<file path="config.mk">
export PLATFORM = sky130hd
export DESIGN_NAME = sign_magnitude_arith_unit
export DESIGN_NICKNAME = d
export VERILOG_FILES = /design/src/rtl/smau_pkg.sv /design/src/rtl/smau_cell.sv /design/src/rtl/sign_magnitude_arith_unit.sv
export SDC_FILE = /design/constraint.sdc
export NUM_CORES = 2
export LEC_CHECK = 0
export ABC_AREA = 1
export BUFFER_PORTS_ARGS = -buffer_cell sky130_fd_sc_hd__buf_2
export CAP_MARGIN = 20
export CELL_PAD_IN_SITES_DETAIL_PLACEMENT = 1
export CELL_PAD_IN_SITES_GLOBAL_PLACEMENT = 2
export CORE_ASPECT_RATIO = 0.6
export CORE_MARGIN = 2
export CORE_UTILIZATION = 51
export DETAILED_ROUTE_END_ITERATION = 8
export PLACE_DENSITY = 0.92
export SLEW_MARGIN = 40
export SYNTH_ARGS = -nofsm -noshare
export SYNTH_HDL_FRONTEND = slang
export SYNTH_SLANG_ARGS = --single-unit
</file>
<file path="constraint.sdc">
create_clock -name clk -period 334 [get_ports clk]
set_input_delay 100.2 -clock clk [delete_from_list [all_inputs] [get_ports clk]]
set_output_delay 100.2 -clock clk [all_outputs]
set_load 0.005 [all_outputs]
</file>
<file path="src/rtl/smau_pkg.sv">
// Package: widths, opcodes and pipeline beat type for the sign-magnitude arithmetic unit.
package smau_pkg;
    localparam int MAG_BITS  = 15;
    localparam int FRAC_BITS = 5;
    localparam int OPW       = 16;
    localparam int MW        = OPW;
    localparam int QW        = MW + FRAC_BITS;
    localparam int STAGES    = QW;

    typedef enum logic [2:0] {
        OP_ENCODE = 3'd0,
        OP_ADD    = 3'd1,
        OP_SUB    = 3'd2,
        OP_MUL    = 3'd3,
        OP_DIV    = 3'd4
    } op_t;

    typedef struct packed {
        logic [2:0]    op;
        logic [15:0]   direct_code;
        logic [15:0]   ones_code;
        logic [15:0]   twos_code;
        logic [16:0]   sum_value;
        logic          prod_sign;
        logic [29:0]   prod_mag;
        logic          q_sign;
        logic          dbz;
        logic [MW-1:0] divisor;
        logic [MW-1:0] rem;
        logic [QW-1:0] dividend;
        logic [QW-1:0] quot;
    } beat_t;
endpackage

</file>
<file path="src/rtl/smau_cell.sv">
// One restoring-division cell: one quotient bit per stage, carries the rest of the beat.
module smau_cell (
    input  logic           clk,
    input  logic           rst_n,
    input  logic           en,
    input  logic           in_valid,
    input  smau_pkg::beat_t in_beat,
    output logic           out_valid,
    output smau_pkg::beat_t out_beat
);
    import smau_pkg::*;

    logic            valid_reg;
    beat_t           beat_reg;
    beat_t           beat_next;
    logic [MW:0]     trial;
    logic [MW:0]     diff;

    always_comb
    begin
        beat_next = in_beat;
        trial = {in_beat.rem, in_beat.dividend[QW-1]};
        diff  = trial - {1'b0, in_beat.divisor};
        beat_next.dividend = {in_beat.dividend[QW-2:0], 1'b0};
        if (!diff[MW])
        begin
            beat_next.rem  = diff[MW-1:0];
            beat_next.quot = {in_beat.quot[QW-2:0], 1'b1};
        end
        else
        begin
            beat_next.rem  = trial[MW-1:0];
            beat_next.quot = {in_beat.quot[QW-2:0], 1'b0};
        end
    end

    always_ff @(posedge clk or negedge rst_n)
    begin
        if (!rst_n)
            valid_reg <= 1'b0;
        else if (en)
            valid_reg <= in_valid;
    end

    always_ff @(posedge clk)
    begin
        if (en)
            beat_reg <= beat_next;
    end

    assign out_valid = valid_reg;
    assign out_beat  = beat_reg;
endmodule

</file>
<file path="src/rtl/sign_magnitude_arith_unit.sv">
// Top level: sign-magnitude arithmetic unit, front stage, cell chain and output stage.
// One beat per cycle is accepted; each result passes through one front stage, 21 division
// cells, then the output register. The chain stalls as a whole when the output register
// is full and not taken.
module sign_magnitude_arith_unit (
    input  logic         clk,
    input  logic         rst_n,
    input  logic         s_tvalid,
    output logic         s_tready,
    input  logic [31:0]  s_tdata,  // operand_a[15:0], operand_b[31:16]
    input  logic [2:0]   s_tuser,  // req_type
    output logic         m_tvalid,
    input  logic         m_tready,
    output logic [119:0] m_tdata   // direct_code, ones_code, twos_code, sum_value,
                                   // product_sign, product_magnitude, quotient_sign,
                                   // quotient_int, quotient_frac, divide_by_zero, pad
);
    import smau_pkg::*;

    logic               en;
    logic signed [16:0] a, b;
    logic [MW-1:0]      ma, mb;
    logic               sa, sb;
    logic [MAG_BITS-1:0] m;
    logic [15:0]        dir, ones;
    beat_t              front_next;
    logic               v [0:STAGES];
    beat_t              bt [0:STAGES];
    logic               out_valid_reg;
    logic [119:0]       out_data_reg;
    logic [119:0]       out_data_next;
    beat_t              last;
    logic               is_div;

    assign en       = !out_valid_reg || m_tready;
    assign s_tready = en;
    assign m_tvalid = out_valid_reg;
    assign m_tdata  = out_data_reg;

    always_comb
    begin
        a  = {s_tdata[15], s_tdata[15:0]};
        b  = {s_tdata[31], s_tdata[31:16]};
        sa = a[16];
        sb = b[16];
        ma = sa ? MW'(-a) : a[MW-1:0];
        mb = sb ? MW'(-b) : b[MW-1:0];
        m  = ma[MAG_BITS-1:0];
        dir  = {sa, m};
        ones = sa ? {1'b1, ~m} : dir;
        front_next = '0;
        front_next.op = s_tuser;
        front_next.divisor  = mb;
        front_next.dividend = {ma, {FRAC_BITS{1'b0}}};
        front_next.q_sign   = sa ^ sb;
        front_next.dbz      = (mb == '0);
        case (s_tuser)
            OP_ENCODE:
            begin
                front_next.direct_code = dir;
                front_next.ones_code   = ones;
                front_next.twos_code   = sa ? ones + 16'd1 : dir;
            end
            OP_ADD:  front_next.sum_value = a + b;
            OP_SUB:  front_next.sum_value = a - b;
            OP_MUL:
            begin
                front_next.prod_sign = sa ^ sb;
                front_next.prod_mag  = 30'(32'(ma) * 32'(mb));
            end
            default: ;
        endcase
    end

    always_ff @(posedge clk or negedge rst_n)
    begin
        if (!rst_n)
            v[0] <= 1'b0;
        else if (en)
            v[0] <= s_tvalid;
    end

    always_ff @(posedge clk)
    begin
        if (en)
            bt[0] <= front_next;
    end

    for (genvar i = 0; i < STAGES; i++)
    begin : g_cell
        smau_cell u_cell (
            .clk       (clk),
            .rst_n     (rst_n),
            .en        (en),
            .in_valid  (v[i]),
            .in_beat   (bt[i]),
            .out_valid (v[i+1]),
            .out_beat  (bt[i+1])
        );
    end

    always_comb
    begin
        last   = bt[STAGES];
        is_div = (last.op == OP_DIV) && !last.dbz;
        out_data_next = '0;
        out_data_next[15:0]    = last.direct_code;
        out_data_next[31:16]   = last.ones_code;
        out_data_next[47:32]   = last.twos_code;
        out_data_next[64:48]   = last.sum_value;
        out_data_next[65]      = last.prod_sign;
        out_data_next[95:66]   = last.prod_mag;
        out_data_next[96]      = is_div & last.q_sign;
        out_data_next[111:97]  = is_div ? last.quot[FRAC_BITS+14:FRAC_BITS] : 15'd0;
        out_data_next[116:112] = is_div ? last.quot[FRAC_BITS-1:0] : 5'd0;
        out_data_next[117]     = (last.op == OP_DIV) && last.dbz;
    end

    always_ff @(posedge clk or negedge rst_n)
    begin
        if (!rst_n)
            out_valid_reg <= 1'b0;
        else if (en)
            out_valid_reg <= v[STAGES];
    end

    always_ff @(posedge clk)
    begin
        if (en)
            out_data_reg <= out_data_next;
    end
endmodule

</file>
======== Yosys cells after proc, flatten, opt, wreduce, memory -nomap -nowiden ========
Cells that the tools add are included.
storage, ports and cells
  logic and storage cells ................. 393
  input port bits ......................... 39
  output and inout bits ................... 122
  bits in registers ....................... 3365
operators by class
  bitwise operators ....................... 3
  multipliers ............................. 1
  equality and inequality tests ........... 4
  $add $sub $neg .......................... 26
  multiplexer cells ....................... 45
  reductions and logical operators ........ 8
operators by type and width
  cell                                                 count
  2-to-1 mux 16 bit                                    22
  subtractor 17 x 16 -> 17 bit                         20
  one-hot mux 17 bit (2 select lines)                  1
  negation 16 bit                                      2
  multiplier 16 x 16 -> 30 bit                         1
  2-to-1 mux 1 bit                                     21
  adder 16 x 16 -> 17 bit                              1
  subtractor 1 x 16 -> 17 bit                          1
  subtractor 16 x 16 -> 17 bit                         1
  adder 16 x 1 -> 16 bit, second input constant        1
  logical NOT 16 bit                                   1
  2-to-1 mux 15 bit                                    1
  NOT 15 bit                                           1
  equality test 3 x 2 -> 1 bit, second input constant  2
  equality test 3 x 1 -> 1 bit, second input constant  1
  equality test 3 bit, second input constant           1
  logical NOT 3 bit                                    1
  logical AND 1 bit                                    2
  logical NOT 1 bit                                    2
  AND reduction 2 bit                                  1
  bitwise AND 1 bit                                    1
  logical OR 1 bit                                     1
  bitwise XOR 1 bit                                    1

======== Depth between registers and ports, before layout ========
  depth in word-level cells ............... 6
  mapped depth ............................ 35
  depth with buffers taken out ............ 35

======== Modules after synthesis ========
Synthesis repeated with hierarchy kept, for this count alone.
second synthesis, totals
  cells, all modules ...................... 11731
  area total of the unflattened synthesis .. 162347.0 µm²
modules (own cells, without submodules)
  module                             cells an instance  sequential area each (µm²)  times used  area an instance (µm²)
  smau_cell (g_cell[11].u_cell ...)  461                5250.0                      19          6820.3
  sign_magnitude_arith_unit          2052               7557.2                      1           19316.0
  smau_cell (g_cell[0].u_cell ...)   460                5250.0                      2           6722.7

======== Least setup slack after synthesis ========
No wires, ideal clock.
  path kind ............................... input to output
  start ................................... in m_tready
  end ..................................... out s_tready
  data required time ...................... 233.800 ns
  cell stages on the path ................. 3
  data arrival time ....................... 189.669 ns
  buffers on the path ..................... 1
  setup slack ............................. 44.131 ns
  cells stage by stage .................... inv_1 nand2_1 clkbuf_1
on the way
  word-level cells in the longest chain between the ends .. 1
ends and longest elaborated chain
  item              line                             text
  start, declared   sign_magnitude_arith_unit.sv:13  input logic m_tready,
  logical OR 1 bit  sign_magnitude_arith_unit.sv:35  assign en = !out_valid_reg || m_tready;
  end, declared     sign_magnitude_arith_unit.sv:9   output logic s_tready,
No other way between the ends.

======== Worst setup path in the final report ========
Same ends and word-level chain as after synthesis.

==> summary.md <==
| Metric | Value |
|---|---|
| DRT antenna net count | `0` |
| Clk Latency, worst-skew pair | `0.87 ns` |
| Top-area cell type share of the netlist area | `0.763` |
| CP Data Required Time | `around 230 ns` |
| Crit. End Element | `primary output` |
| Post-DP HPWL | `186000 um` |
| Max FFs per register | `3070` |
| Die width | `657 um` |
| Endpoints failing setup | `0` |
| Die Y | `396 um` |
| H-tree depth | `5` |
| Post-Syn Area | `131000 um^2` |
| Arrival time worst endpoint | `101.25 ns` |
| Final Hold Viols | `0` |
| GRT met1 Usage | `0.311` |
| Initial antenna violation count | `23` |
| Global Route met2 Usage | `0.369` |
| WL final | `293000 um` |
| Clock tree sinks | `3342` |
| Crit start category | `input port` |
| Hold crit path type | `reg2reg` |
| CP Buf/Inv Count | `3` |
| DRC | `0` |
| Period utilization | `0.603` |
| Synth cell count leaders | `edfxtp_1, nand2_1, inv_1` |
| Slew HR | `0.418` |
| Area grow syn2layout | `11.8%` |
| Port buffer count | `158` |
| CTS tree | `yes` |
| Initial core utilization | `0.515` |
| Clock tree buffer depth | `4` |
| DRT iter0 DRCs | `between 6000 and 7000` |
| Setup Crit Path Kind | `in2out` |
| Layout cells sized above 1 | `0.0914` |
| Max Freq | `~0.0050 GHz` |
| Post-synth EDFFs | `3319` |
| Status | `completed` |
| Delay-heaviest family, CP | `simple AND/OR/NAND/NOR gates` |
| Mapped Cells | `~8400` |
| Critical path's largest stage delay | `0.59 ns` |
| # IOs | `161` |
| Grt met3 use | `0.0334` |
| Max_cap viols | `0` |
| Synth warnings | `0` |
| Register bit total from synthesis | `3342` |
| GR Overflow Total | `0` |
| Synth async-reset ratio | `0.00688` |
| Rows | `between 100 and 150` |
| Global routing's busiest layer | `met2` |
| Sequential share of the synthesized area | `0.767` |
| R2R setup slack | `328.61 ns` |
| Crit path cell chain | `buf_2 > inv_1 > nand2_4 > buf_2` |
| Drt first pass iters | `5` |
| Synth area leaders | `edfxtp_1, ha_1, nand2_1` |
| Nets | `about 9500` |
| PostCTS Resize Cnt | `0` |
| Die ar. | `260000 um^2` |
| Filler Cell Count | `approximately 23000` |
| Detailed-route via count | `67600` |
| Slew @ Worst Pin | `around 0.87 ns` |
| Wirelength per Cell | `23.6 um` |
| Final min period | `201.45 ns` |
| Via-to-Cell Ratio | `5.43` |
| Largest net degree at the start of global routing | `177` |
| Setup TNS | `0 ns` |
| Root buf cell | `clkbuf_16` |
| Post-CTS Setup Bufs | `0` |
| FF/Latch Area | `100000 um^2` |
| Core area | `254000 um^2` |
| Most common cell in the netlist | `edfxtp_1` |
| Ys flop type | `edfxtp_1` |
| Multi-input gate area | `26200 um^2` |
| Routability cong. | `0.890` |
| Clk slew on worst S/H paths | `roughly 0.07 ns` |
| Critical-path top delay cell | `nand2_4` |
| Clock Skews | `0.0627 ns` |
| Gr usage total | `0.224` |
| Vias in the first global route | `72100` |
| Max-slew violations | `0` |
| Crit-path max FO | `41` |
| Hold buffer count at CTS | `0` |
| Worst path most repeated cell | `buf_2` |
| Inserted Clock Buffers | `approximately 300` |
| Area leader, netlist | `edfxtp_1` |
| First-pass GRT wire length | `443000 um` |
| RSZ-0062 raised after global routing | `false` |
| Synth unique cells | `54` |
| Mean post-synth cell area | `approximately 16 um^2` |
stage by stage:
stage	util	cells	hold slack, ns	cell area (um^2)	setup WS [ns]
floorplan	-	8370	0.400	131000	44.13
global placement	0.534	11900	0.400	136000	132.62
detailed placement	0.535	11900	0.405	136000	132.55
CTS	0.574	12400	0.362	146000	132.53
global route	0.575	12400	0.369	146000	132.48
finish	0.575	12400	0.372	146000	132.55
metal layers:
| layer | vias up | part of all wire |
|---|---|---|
| met5 | - | 0.000095 |
| met4 | 4 | 0.030 |
| met3 | 592 | 0.055 |
| met2 | 2296 | 0.48 |
| met1 | 34100 | 0.43 |
| li1 | 30600 | - |
cells by family (layout without fill, tap and decap cells):
logic type / Yosys count / after routing / synth area share
AO/OA/AOI/OAI: 1034 / 1034 / 0.0442
XOR/XNOR: 276 / 276 / 0.0185
adder cells (fa/ha/maj): 647 / 647 / 0.0742
buffers and inverters: 1100 / 1753 / 0.0328
flip-flops: 3342 / 3342 / 0.767
multiplexers: 21 / 21 / 0.00181
other: 1 / 23 / 0.0000287
AND/OR/NAND/NOR: 1941 / 1941 / 0.0614
final cells by class:
cell class | count | share of cell area
clock inverters | 188 | 0.0141
clock buffers | 355 | 0.0541
multi-input cells | 3928 | 0.180
flip-flops and latches | 3342 | 0.686
well taps | 3407 | 0.0292
inverters | 996 | 0.0256
diodes | 14 | 0.000240
repair buffers | 214 | 0.0109
layout by cell type (no fill, tap or decap), drive strengths merged, types with 10 or more instances in the layout:
master,instances
xnor2,125
a21o,42
nand2,1194
inv,1000
buf,211
nand3b,14
o21a,15
a31oi,49
fa,213
edfxtp,3319
clkbuf,358
o21ai,438
or2,12
clkinvlp,10
mux2,21
a21boi,25
o31ai,21
nor4,12
clkinv,135
diode,14
xor2,151
nor2,430
a21oi,395
nand3,216
dfrtp,23
bufinv,39
o21bai,40
ha,434
nand4,19
nor3,41
final timing paths:
kind                                                     start  depth (start not counted)                             end
worst max-delay path                                  m_tready                          4                        s_tready
worst min-delay path            g_cell[3].u_cell.out_beat[109]                          0  g_cell[4].u_cell.out_beat[109]
worst max register to register                        m_tvalid                          7  g_cell[13].u_cell.out_beat[79]
worst min register to register  g_cell[3].u_cell.out_beat[109]                          0  g_cell[4].u_cell.out_beat[109]
max in group asynchronous                                rst_n                          1      g_cell[3].u_cell.out_valid
min in group asynchronous                                rst_n                          1     g_cell[19].u_cell.out_valid
Power is left out: the tool's default activity adds up to more than one toggle a clock period on the data nets, which glitch-free logic cannot reach.
